File: src/sv/ifcm_pkg.sv
// shared types, constants and register codes for the infrared false-colour map
package ifcm_pkg;

    localparam int CHANNEL_BITS = 8;
    localparam int GAIN_W       = 9;
    localparam int K_W          = 8;
    localparam int DOM_W        = CHANNEL_BITS + GAIN_W;
    localparam int PUSH_W       = DOM_W + K_W;
    localparam int PUSH_SHIFT   = 16;
    localparam int DIFF_W       = CHANNEL_BITS + 1;
    localparam int WEIGHT_W     = GAIN_W + 1;
    localparam int BLEND_W      = DIFF_W + WEIGHT_W + 1;
    localparam int BLEND_SHIFT  = 8;
    localparam int CFG_IDX_W    = 2;

    localparam logic [GAIN_W-1:0] Q8_ONE = GAIN_W'(256);

    localparam logic [GAIN_W-1:0] RST_EFFECT_STRENGTH = GAIN_W'(205);
    localparam logic [GAIN_W-1:0] RST_FOLIAGE_GAIN    = GAIN_W'(205);
    localparam logic [GAIN_W-1:0] RST_SKY_GAIN        = GAIN_W'(128);
    localparam logic [GAIN_W-1:0] RST_OVERALL_MIX     = GAIN_W'(256);

    // q8 scale factors of the colour pushes
    localparam logic [K_W-1:0] K_MAG_RED    = K_W'(154);
    localparam logic [K_W-1:0] K_MAG_BLUE   = K_W'(128);
    localparam logic [K_W-1:0] K_MAG_GREEN  = K_W'(51);
    localparam logic [K_W-1:0] K_CYAN_GREEN = K_W'(128);
    localparam logic [K_W-1:0] K_CYAN_RED   = K_W'(77);

    localparam logic [PUSH_W-1:0]  PUSH_ROUND  = PUSH_W'(32768);
    localparam logic [BLEND_W-1:0] BLEND_ROUND = BLEND_W'(128);

    typedef logic [CHANNEL_BITS-1:0] t_chan;
    typedef logic [GAIN_W-1:0]       t_gain;
    typedef logic [DOM_W-1:0]        t_dom;

    typedef enum logic [CFG_IDX_W-1:0] {
        CFG_EFFECT_STRENGTH = 2'd0,
        CFG_FOLIAGE_GAIN    = 2'd1,
        CFG_SKY_GAIN        = 2'd2,
        CFG_OVERALL_MIX     = 2'd3
    } t_cfg_idx;

    typedef struct packed {
        logic [7:0] in_red;
        logic [7:0] in_green;
        logic [7:0] in_blue;
        logic [7:0] in_alpha;
    } t_pix_in;

    typedef struct packed {
        logic [7:0] out_red;
        logic [7:0] out_green;
        logic [7:0] out_blue;
        logic [7:0] out_alpha;
    } t_pix_out;

    typedef struct packed {
        t_chan r;
        t_chan g;
        t_chan b;
    } t_rgb;

    typedef struct packed {
        t_gain strength;
        t_gain foliage;
        t_gain sky;
        t_gain mix;
    } t_gains;

    // source colour plus the scaled dominance terms
    typedef struct packed {
        t_rgb  c;
        t_chan alpha;
        t_dom  dg;
        t_dom  ds;
    } t_dom_beat;

    // source colour plus the working colour
    typedef struct packed {
        t_rgb  c;
        t_chan alpha;
        t_rgb  o;
    } t_work_beat;

endpackage

File: src/sv/ifcm_front.sv
// dominance measures and their gain products, two pipeline stages
module ifcm_front (
    input  logic               i_clk,
    input  logic               i_rst_n,
    input  logic               i_valid,
    output logic               o_ready,
    input  ifcm_pkg::t_pix_in  i_pix,
    input  ifcm_pkg::t_gains   i_gains,
    output logic               o_valid,
    input  logic               i_ready,
    output ifcm_pkg::t_dom_beat o_beat
);

    typedef struct packed {
        ifcm_pkg::t_rgb  c;
        ifcm_pkg::t_chan alpha;
        ifcm_pkg::t_chan veg;
        ifcm_pkg::t_chan sky;
    } t_meas_beat;

    logic                r_va;
    logic                r_vb;
    t_meas_beat          r_a;
    t_meas_beat          n_a;
    ifcm_pkg::t_dom_beat r_b;
    ifcm_pkg::t_dom_beat n_b;
    logic                rdy_a;
    logic                rdy_b;
    ifcm_pkg::t_chan     max_rb;
    ifcm_pkg::t_chan     max_rg;

    assign rdy_b   = !r_vb || i_ready;
    assign rdy_a   = !r_va || rdy_b;
    assign o_ready = rdy_a;
    assign o_valid = r_vb;
    assign o_beat  = r_b;

    always_comb begin
        n_a.c.r   = ifcm_pkg::t_chan'(i_pix.in_red);
        n_a.c.g   = ifcm_pkg::t_chan'(i_pix.in_green);
        n_a.c.b   = ifcm_pkg::t_chan'(i_pix.in_blue);
        n_a.alpha = ifcm_pkg::t_chan'(i_pix.in_alpha);
        max_rb    = (n_a.c.r > n_a.c.b) ? n_a.c.r : n_a.c.b;
        max_rg    = (n_a.c.r > n_a.c.g) ? n_a.c.r : n_a.c.g;
        n_a.veg   = (n_a.c.g > max_rb) ? n_a.c.g - max_rb : '0;
        n_a.sky   = (n_a.c.b > max_rg) ? n_a.c.b - max_rg : '0;
    end

    always_comb begin
        n_b.c     = r_a.c;
        n_b.alpha = r_a.alpha;
        n_b.dg    = ifcm_pkg::DOM_W'(r_a.veg) * ifcm_pkg::DOM_W'(i_gains.foliage);
        n_b.ds    = ifcm_pkg::DOM_W'(r_a.sky) * ifcm_pkg::DOM_W'(i_gains.sky);
    end

    always_ff @(posedge i_clk) begin
        if (!i_rst_n) begin
            r_va <= 1'b0;
            r_vb <= 1'b0;
        end else begin
            if (rdy_a) begin
                r_va <= i_valid;
            end
            if (rdy_b) begin
                r_vb <= r_va;
            end
        end
    end

    always_ff @(posedge i_clk) begin
        if (rdy_a && i_valid) begin
            r_a <= n_a;
        end
        if (rdy_b && r_va) begin
            r_b <= n_b;
        end
    end

endmodule

File: src/sv/ifcm_push.sv
// rounded push amounts and the saturating magenta and cyan shifts, two stages
module ifcm_push (
    input  logic                 i_clk,
    input  logic                 i_rst_n,
    input  logic                 i_valid,
    output logic                 o_ready,
    input  ifcm_pkg::t_dom_beat  i_beat,
    output logic                 o_valid,
    input  logic                 i_ready,
    output ifcm_pkg::t_work_beat o_beat
);

    typedef struct packed {
        ifcm_pkg::t_rgb  c;
        ifcm_pkg::t_chan alpha;
        ifcm_pkg::t_chan mag_red;
        ifcm_pkg::t_chan mag_blue;
        ifcm_pkg::t_chan mag_green;
        ifcm_pkg::t_chan cyan_green;
        ifcm_pkg::t_chan cyan_red;
    } t_push_beat;

    function automatic ifcm_pkg::t_chan push_round(
        input ifcm_pkg::t_dom         d,
        input logic [ifcm_pkg::K_W-1:0] k
    );
        logic [ifcm_pkg::PUSH_W-1:0] p;
        p = ifcm_pkg::PUSH_W'(d) * ifcm_pkg::PUSH_W'(k) + ifcm_pkg::PUSH_ROUND;
        return p[ifcm_pkg::PUSH_SHIFT +: ifcm_pkg::CHANNEL_BITS];
    endfunction

    function automatic ifcm_pkg::t_chan sat_add(
        input ifcm_pkg::t_chan a,
        input ifcm_pkg::t_chan b
    );
        logic [ifcm_pkg::CHANNEL_BITS:0] s;
        s = {1'b0, a} + {1'b0, b};
        return s[ifcm_pkg::CHANNEL_BITS] ? '1 : s[ifcm_pkg::CHANNEL_BITS-1:0];
    endfunction

    function automatic ifcm_pkg::t_chan sat_sub(
        input ifcm_pkg::t_chan a,
        input ifcm_pkg::t_chan b
    );
        return (a > b) ? a - b : '0;
    endfunction

    logic                 r_vc;
    logic                 r_vd;
    t_push_beat           r_c;
    t_push_beat           n_c;
    ifcm_pkg::t_work_beat r_d;
    ifcm_pkg::t_work_beat n_d;
    logic                 rdy_c;
    logic                 rdy_d;

    assign rdy_d   = !r_vd || i_ready;
    assign rdy_c   = !r_vc || rdy_d;
    assign o_ready = rdy_c;
    assign o_valid = r_vd;
    assign o_beat  = r_d;

    always_comb begin
        n_c.c          = i_beat.c;
        n_c.alpha      = i_beat.alpha;
        n_c.mag_red    = push_round(i_beat.dg, ifcm_pkg::K_MAG_RED);
        n_c.mag_blue   = push_round(i_beat.dg, ifcm_pkg::K_MAG_BLUE);
        n_c.mag_green  = push_round(i_beat.dg, ifcm_pkg::K_MAG_GREEN);
        n_c.cyan_green = push_round(i_beat.ds, ifcm_pkg::K_CYAN_GREEN);
        n_c.cyan_red   = push_round(i_beat.ds, ifcm_pkg::K_CYAN_RED);
    end

    // red and green swapped, then magenta push, then cyan push
    always_comb begin
        n_d.c     = r_c.c;
        n_d.alpha = r_c.alpha;
        n_d.o.r   = sat_sub(sat_add(r_c.c.g, r_c.mag_red), r_c.cyan_red);
        n_d.o.g   = sat_add(sat_sub(r_c.c.r, r_c.mag_green), r_c.cyan_green);
        n_d.o.b   = sat_add(r_c.c.b, r_c.mag_blue);
    end

    always_ff @(posedge i_clk) begin
        if (!i_rst_n) begin
            r_vc <= 1'b0;
            r_vd <= 1'b0;
        end else begin
            if (rdy_c) begin
                r_vc <= i_valid;
            end
            if (rdy_d) begin
                r_vd <= r_vc;
            end
        end
    end

    always_ff @(posedge i_clk) begin
        if (rdy_c && i_valid) begin
            r_c <= n_c;
        end
        if (rdy_d && r_vc) begin
            r_d <= n_d;
        end
    end

endmodule

File: src/sv/ifcm_blend.sv
// one rounded q8 blend stage from the source colour toward the working colour
module ifcm_blend (
    input  logic                 i_clk,
    input  logic                 i_rst_n,
    input  logic                 i_valid,
    output logic                 o_ready,
    input  ifcm_pkg::t_work_beat i_beat,
    input  ifcm_pkg::t_gain      i_weight,
    output logic                 o_valid,
    input  logic                 i_ready,
    output ifcm_pkg::t_work_beat o_beat
);

    // a + (b - a) * t, rounded half up
    function automatic ifcm_pkg::t_chan lerp(
        input ifcm_pkg::t_chan a,
        input ifcm_pkg::t_chan b,
        input ifcm_pkg::t_gain t
    );
        logic signed [ifcm_pkg::DIFF_W-1:0]   diff;
        logic signed [ifcm_pkg::WEIGHT_W-1:0] wt;
        logic signed [ifcm_pkg::BLEND_W-1:0]  acc;
        diff = $signed({1'b0, b}) - $signed({1'b0, a});
        wt   = $signed({1'b0, t});
        acc  = $signed(ifcm_pkg::BLEND_W'({a, {ifcm_pkg::BLEND_SHIFT{1'b0}}}))
             + $signed(ifcm_pkg::BLEND_W'(diff)) * $signed(ifcm_pkg::BLEND_W'(wt))
             + $signed(ifcm_pkg::BLEND_ROUND);
        return acc[ifcm_pkg::BLEND_SHIFT +: ifcm_pkg::CHANNEL_BITS];
    endfunction

    logic                 r_v;
    ifcm_pkg::t_work_beat r_beat;
    ifcm_pkg::t_work_beat n_beat;

    assign o_ready = !r_v || i_ready;
    assign o_valid = r_v;
    assign o_beat  = r_beat;

    always_comb begin
        n_beat.c     = i_beat.c;
        n_beat.alpha = i_beat.alpha;
        n_beat.o.r   = lerp(i_beat.c.r, i_beat.o.r, i_weight);
        n_beat.o.g   = lerp(i_beat.c.g, i_beat.o.g, i_weight);
        n_beat.o.b   = lerp(i_beat.c.b, i_beat.o.b, i_weight);
    end

    always_ff @(posedge i_clk) begin
        if (!i_rst_n) begin
            r_v <= 1'b0;
        end else if (o_ready) begin
            r_v <= i_valid;
        end
    end

    always_ff @(posedge i_clk) begin
        if (o_ready && i_valid) begin
            r_beat <= n_beat;
        end
    end

endmodule

File: src/sv/infrared_false_colour_map.sv
// top level of the infrared false-colour pixel map: config registers and pipeline
//
// channel   direction  handshake           payload
// pixel in  input      i_valid / o_ready   i_pix  (t_pix_in)
// pixel out output     o_valid / i_ready   o_pix  (t_pix_out)
// config    input      i_cfg_we            i_cfg_idx, i_cfg_data
//
// one beat per clock sustained while i_ready stays high
// six register stages: dominance, gain product, push, shift, two blends
// each stage holds its beat while the next is full, bubbles close up under stall
// synchronous reset empties the pipeline and loads the default gains
module infrared_false_colour_map (
    input  logic                                 i_clk,
    input  logic                                 i_rst_n,
    input  logic                                 i_valid,
    output logic                                 o_ready,
    input  ifcm_pkg::t_pix_in                    i_pix,
    output logic                                 o_valid,
    input  logic                                 i_ready,
    output ifcm_pkg::t_pix_out                   o_pix,
    input  logic                                 i_cfg_we,
    input  logic [ifcm_pkg::CFG_IDX_W-1:0]       i_cfg_idx,
    input  logic [ifcm_pkg::GAIN_W-1:0]          i_cfg_data
);

    function automatic ifcm_pkg::t_gain gain_sat(input ifcm_pkg::t_gain g);
        return (g > ifcm_pkg::Q8_ONE) ? ifcm_pkg::Q8_ONE : g;
    endfunction

    ifcm_pkg::t_gain      r_effect_strength;
    ifcm_pkg::t_gain      r_foliage_gain;
    ifcm_pkg::t_gain      r_sky_gain;
    ifcm_pkg::t_gain      r_overall_mix;
    ifcm_pkg::t_gains     gains;

    logic                 front_valid;
    logic                 push_ready;
    ifcm_pkg::t_dom_beat  front_beat;
    logic                 push_valid;
    logic                 blend1_ready;
    ifcm_pkg::t_work_beat push_beat;
    logic                 blend1_valid;
    logic                 blend2_ready;
    ifcm_pkg::t_work_beat blend1_beat;
    ifcm_pkg::t_work_beat blend2_beat;

    always_ff @(posedge i_clk) begin
        if (!i_rst_n) begin
            r_effect_strength <= ifcm_pkg::RST_EFFECT_STRENGTH;
            r_foliage_gain    <= ifcm_pkg::RST_FOLIAGE_GAIN;
            r_sky_gain        <= ifcm_pkg::RST_SKY_GAIN;
            r_overall_mix     <= ifcm_pkg::RST_OVERALL_MIX;
        end else if (i_cfg_we) begin
            unique case (ifcm_pkg::t_cfg_idx'(i_cfg_idx))
                ifcm_pkg::CFG_EFFECT_STRENGTH: r_effect_strength <= i_cfg_data;
                ifcm_pkg::CFG_FOLIAGE_GAIN:    r_foliage_gain    <= i_cfg_data;
                ifcm_pkg::CFG_SKY_GAIN:        r_sky_gain        <= i_cfg_data;
                ifcm_pkg::CFG_OVERALL_MIX:     r_overall_mix     <= i_cfg_data;
                default: ;
            endcase
        end
    end

    // gains above one clamp to one
    always_comb begin
        gains.strength = gain_sat(r_effect_strength);
        gains.foliage  = gain_sat(r_foliage_gain);
        gains.sky      = gain_sat(r_sky_gain);
        gains.mix      = gain_sat(r_overall_mix);
    end

    ifcm_front u_front (
        .i_clk   (i_clk),
        .i_rst_n (i_rst_n),
        .i_valid (i_valid),
        .o_ready (o_ready),
        .i_pix   (i_pix),
        .i_gains (gains),
        .o_valid (front_valid),
        .i_ready (push_ready),
        .o_beat  (front_beat)
    );

    ifcm_push u_push (
        .i_clk   (i_clk),
        .i_rst_n (i_rst_n),
        .i_valid (front_valid),
        .o_ready (push_ready),
        .i_beat  (front_beat),
        .o_valid (push_valid),
        .i_ready (blend1_ready),
        .o_beat  (push_beat)
    );

    ifcm_blend u_blend_strength (
        .i_clk    (i_clk),
        .i_rst_n  (i_rst_n),
        .i_valid  (push_valid),
        .o_ready  (blend1_ready),
        .i_beat   (push_beat),
        .i_weight (gains.strength),
        .o_valid  (blend1_valid),
        .i_ready  (blend2_ready),
        .o_beat   (blend1_beat)
    );

    ifcm_blend u_blend_mix (
        .i_clk    (i_clk),
        .i_rst_n  (i_rst_n),
        .i_valid  (blend1_valid),
        .o_ready  (blend2_ready),
        .i_beat   (blend1_beat),
        .i_weight (gains.mix),
        .o_valid  (o_valid),
        .i_ready  (i_ready),
        .o_beat   (blend2_beat)
    );

    always_comb begin
        o_pix.out_red   = 8'(blend2_beat.o.r);
        o_pix.out_green = 8'(blend2_beat.o.g);
        o_pix.out_blue  = 8'(blend2_beat.o.b);
        o_pix.out_alpha = 8'(blend2_beat.alpha);
    end

endmodule
File: config.mk
export PLATFORM = sky130hd
export DESIGN_NAME = infrared_false_colour_map
export DESIGN_NICKNAME = d
export VERILOG_FILES = /design/src/sv/ifcm_pkg.sv /design/src/sv/ifcm_front.sv /design/src/sv/ifcm_push.sv /design/src/sv/ifcm_blend.sv /design/src/sv/infrared_false_colour_map.sv
export SDC_FILE = /design/constraint.sdc
export NUM_CORES = 2
export LEC_CHECK = 0
export ABC_AREA = 1
export BUFFER_PORTS_ARGS = -buffer_cell sky130_fd_sc_hd__buf_4
export CAP_MARGIN = 20
export CORE_MARGIN = 2
export CORE_UTILIZATION = 30
export CTS_CLUSTER_DIAMETER = 200
export DETAILED_ROUTE_END_ITERATION = 12
export GPL_TIMING_DRIVEN = 0
export PLACE_DENSITY = 0.46
export SLEW_MARGIN = 10
export SYNTH_ARGS = -nofsm -noshare
export SYNTH_HDL_FRONTEND = slang
export SYNTH_SLANG_ARGS = --single-unit
export TNS_END_PERCENT = 50
File: constraint.sdc
create_clock -name i_clk -period 7.5 [get_ports i_clk]
set_input_delay 1.5 -clock i_clk [delete_from_list [all_inputs] [get_ports i_clk]]
set_output_delay 1.5 -clock i_clk [all_outputs]
set_load 0.005 [all_outputs]
; Word-level counts from Yosys, hierarchy flattened
; Index checks and enable logic that the tools add are counted.
[totals]
ff_bits = 372
output_inout_bits = 34
word_cells = 134
[op_classes]
addsub = 30
multipliers = 11
n_lt_le_gt_ge = 10
n_eq_ne = 3
muxes = 8
reduce_logical = 23
[ops]
columns = op, n
row1 = adder 16 bit, 6
row2 = adder 16 x 9 -> 16 bit (second input constant), 6
row3 = adder 24 x 16 -> 24 bit (second input constant), 4
row4 = multiplier 9 x 10 -> 16 bit, 6
row5 = subtractor 8 x 8 -> 9 bit, 6
row6 = > comparator 8 bit, 6
row7 = > comparator 9 bit (second input constant), 4
row8 = two-way mux 9 bit, 4
row9 = multiplier 8 x 9 -> 17 bit, 2
row10 = two-way mux 8 bit, 4
row11 = subtractor 8 bit, 4
row12 = adder 8 x 8 -> 9 bit, 3
row13 = adder 23 x 16 -> 24 bit (second input constant), 1
row14 = multiplier 17 x 7 -> 24 bit (second input constant), 1
row15 = multiplier 17 x 6 -> 23 bit (second input constant), 1
row16 = multiplier 17 x 7 -> 23 bit (second input constant), 1
row17 = AND reduction 2 bit, 4
row18 = logical AND 1 bit, 6
row19 = zero test 1 bit, 6
row20 = logical OR 1 bit, 6
row21 = equality test 2 bit (second input constant), 2
row22 = equality test 2 x 1 -> 1 bit (second input constant), 1
row23 = zero test 2 bit, 1

; Longest topological paths before layout
[depth]
depth_word = 8
depth_mapped = 29
depth_no_buf = 29

; Cells and area by module
; Synthesis repeated with hierarchy kept, for this count alone.
[hier_totals]
cells_unflattened = 5409
hier_area_um2 = 45802.7
[modules_own_cells]
columns = module, instances, cells_each, area_each_um2
row1 = ifcm_push, 1, 1295, 12218.0
row2 = ifcm_blend at u_blend_mix, 1, 1334, 10839.1
row3 = ifcm_blend at u_blend_strength, 1, 1310, 10809.1
row4 = ifcm_front, 1, 1223, 10346.2
row5 = infrared_false_colour_map, 1, 247, 1590.3

; Worst setup path before layout
; No wires, ideal clock.
[synth_path]
kind = reg-to-reg
startpoint = register u_push.r_d (netlist bit u_push.o_beat[40])
endpoint = register u_blend_strength.r_beat (netlist bit u_blend_strength.o_beat[13]), data pin
t_arrival_ns = 5.695
slack_ns = 1.546
stages_incl_launch_ff = 25
n_path_buf = 0
period_less_slack_ns = 5.954
path_cell_list = edfxtp_1 ha_1 fa_1 nand3b_1 nand2_1 nand3_1 nand2_1 xor2_1 inv_1 nor2_1 fa_1 fa_1 fa_1 fa_1 inv_1 fa_1 inv_1 ha_1 nand2_1 a21oi_1 a211oi_1 nand2_4 nand3_2 nand2_2 xor2_2
[synth_rtl]
columns = element, line_no
row1 = "start, declared", ifcm_push.sv:52  ; ifcm_pkg::t_work_beat r_d;
row2 = "start signal, assigned", ifcm_push.sv:101  ; r_d <= n_d;
row3 = "end signal, assigned", ifcm_blend.sv:57  ; r_beat <= n_beat;
row4 = "end, declared", ifcm_blend.sv:32  ; ifcm_pkg::t_work_beat r_beat;

==> results.yml <==
run_status:
  status: "finished clean"
clock_network:
  h-tree-depth: 2
  cts_root_buf: "clkbuf_16"
  cts.sinks: 372
  clk_latency_ns: 0.64
  cts_tree: "built"
  clk_pin_slew_worst_paths_ns: 0.08
  postCtsSetupRepairBufs: 0
  cts_buffers: 46
  ctsLongestPathBuffers: 3
  postCtsHoldBufs: 0
  cts_resized: 0
synth:
  synth.most_common_cell: "inv_1"
  synth-main-ff-cell: "edfxtp_1"
  syn_avg_cell_area_um2: 8.89
  syn_nets: 6007
  ys_ff_latch: 372
  synth_edf_count: 330
  netlist_instances: 4879
  yosysSeqAreaShare: 0.248
  synth_top_area_share: 0.238
  synth_top_area_cell: "fa_1"
  async_flop_share: 0
  yosysUniqueCellTypes: 58
  syn-cell-area_um2: 43400
  yosys-top-cells-area: "fa_1 24%, edfxtp_1 23%, ha_1 16%"
  ys_top_cells_by_count: "1,154 x inv_1, 937 x nand2_1, 564 x ha_1, 516 x fa_1, 378 x nor2_1"
  yosys_warnings: 0
final_layout:
  num_antenna_cells: 0
  areaGrowthSynthToFinish_pct: 11.0
  drive_above_1_share: 0.0467
  nNetsFinal: 6144
  nFillCells: 15070
worst_hold_path:
  hold_path.class: "register to register"
  hold_start: "u_front.n_b[60]"
  holdPathStages: 0
timing:
  tns_ns: 0
  fin_worst_skew_ns: 0.0343
  hold_viol: 0
  period_needed_ns: 6.67
  fin_crit_sh: 0.890
  worstMarginPinSlew_ns: 0.997
  drv_slew: 0
  max-slew-margin-rel: 0.330
  setup_violations: 0
  grt_setup_unrepaired: "false"
  max_freq_mhz: 150
grt:
  grt_pass1_vias: 32285
  grtUsageMet3: 0.0177
  busiest_layer: "met2"
  grt_pass1_wl_um: 174000
  overflow: 0
  grt_use_met2: 0.258
  antenna_found_initial: 4
  grtUsageTotal: 0.149
  met1_usage: 0.197
  grt_max_degree: 55
place:
  place.port_buffers: 80
  gp_congestion: 0.858
  dp_hpwl_um: 91600
setup_path:
  cp-startpoint: "u_push.o_beat[40]"
  cp-start-kind: "register"
  worst-path-stages: 25
  cp_max_fo: 5
  regToRegSetupSlack_ns: 0.83
  r2r_cells: 25
  crit_required_ns: 7.89
  r2r-start: "u_push.o_beat[40]"
  crit_family: "adder cells"
  r2r-end: "u_blend_strength.o_beat[15]"
  worstSetupPathType: "register to register"
  end_kind: "register"
  slowest_delay_ns: 0.56
  path_buf_inv: 3
  cpMaxStageDelayCell: "fa_1"
  critPathCapture: "u_blend_strength.o_beat[15]"
  arrival_ns: 7.06
route:
  wl_per_cell_um: 15.5
  final_antenna_net_count: 0
  routed_wl_um: 108000
  initialDrtViolationCount: 1442
  drcViolationCount: 0
  drtPass1Iterations: 6
  vias: 31168
  via_per_inst: 4.48
floorplan:
  die-area_um2: 148000
  die_h_um: 384
  initial_core_util: 0.302
  die-width_um: 384
  coreArea_um2: 143000
  num_io_pins: 82
  rows: 139
flow_run:
  cap_viol_max_count: 0
-- layer usage --
layer  part of all wire  vias up
met4              0.023        2
li1                   -    15494
met1               0.46    15027
met3              0.040      125
met2               0.48      520
met5            0.00010        -
-- worst min-delay path by stage --
| stage | end | slack, ns |
|---|---|---|
| floorplan | u_blend_mix.o_beat[24] | 0.40 |
| global placement | u_push.o_beat[31] | 0.40 |
| detailed placement | u_blend_strength.o_beat[26] | 0.40 |
| CTS | u_front.o_beat[60] | 0.41 |
| global route | u_push.n_d[27] | 0.41 |
| finish | u_front.o_beat[60] | 0.41 |
-- cells in the final DEF (no fill, tap or decap), drive strengths merged, types with 2 or more instances in the layout --
cell type,count
inv,1168
dfxtp,42
edfxtp,330
a211oi,6
o21a,4
nand2,949
o221ai,3
ha,564
o2111ai,2
clkinv,12
nor4,11
a31oi,12
o31ai,9
a21oi,230
nand3b,19
buf,102
o21ai,122
nor2,386
nor4b,2
a21o,16
fa,516
clkinvlp,6
nand4,35
nor3,40
o21bai,13
o211a,2
xnor2,60
or2,5
bufinv,3
nand3,139
o211ai,8
clkbuf,105
a21boi,8
nor3b,4
xor2,117
-- cells by family (layout without fill, tap and decap cells) --
group	after synthesis	count (layout)	share of synthesized area
AOI/OAI and AO/OA	437	437	0.0565
xor gates and xnor gates	177	177	0.0370
adders and majority gates	1080	1080	0.401
buffers and inverters	1221	1396	0.106
DFF	372	372	0.248
and+or+nand+nor	1592	1592	0.151
-- through the flow --
step / cell area, µm² / setup slack (ns) / hold slack [ns] / cells / util
floorplan: 43400 / 1.55 / 0.400 / 4879 / -
global placement: 46300 / 0.444 / 0.402 / 6862 / 0.323
detailed placement: 46500 / 0.821 / 0.405 / 6871 / 0.324
CTS: 48100 / 0.795 / 0.412 / 6957 / 0.335
global route: 48100 / 0.479 / 0.412 / 6957 / 0.335
finish: 48100 / 0.827 / 0.411 / 6957 / 0.335
-- cell type report --
| cell class | instances | area, µm² | area share |
|---|---|---|---|
| repair buffers | 89 | 776 | 0.0161 |
| flip-flops and latches | 372 | 10800 | 0.223 |
| plain buffers | 60 | 250 | 0.00520 |
| clock inverters | 28 | 315 | 0.00655 |
| clock buffers | 58 | 1270 | 0.0264 |
| well taps | 1903 | 2380 | 0.0495 |
| inverters | 1161 | 4360 | 0.0907 |
| multi-input cells | 3286 | 28000 | 0.582 |
-- registers in the layout, indices dropped and copies added, names as in the netlist, 16 cells and up --
name                     count
u_blend_mix.o_beat          32
u_blend_strength.o_beat     56
u_front.n_b                 32
u_front.o_beat              66
u_front.r_a                 16
u_push.n_d                  32
u_push.o_beat               56
u_push.r_c                  40
Power is left out: the tool's default activity adds up to more than one toggle a clock period on the data nets, which glitch-free logic cannot reach.
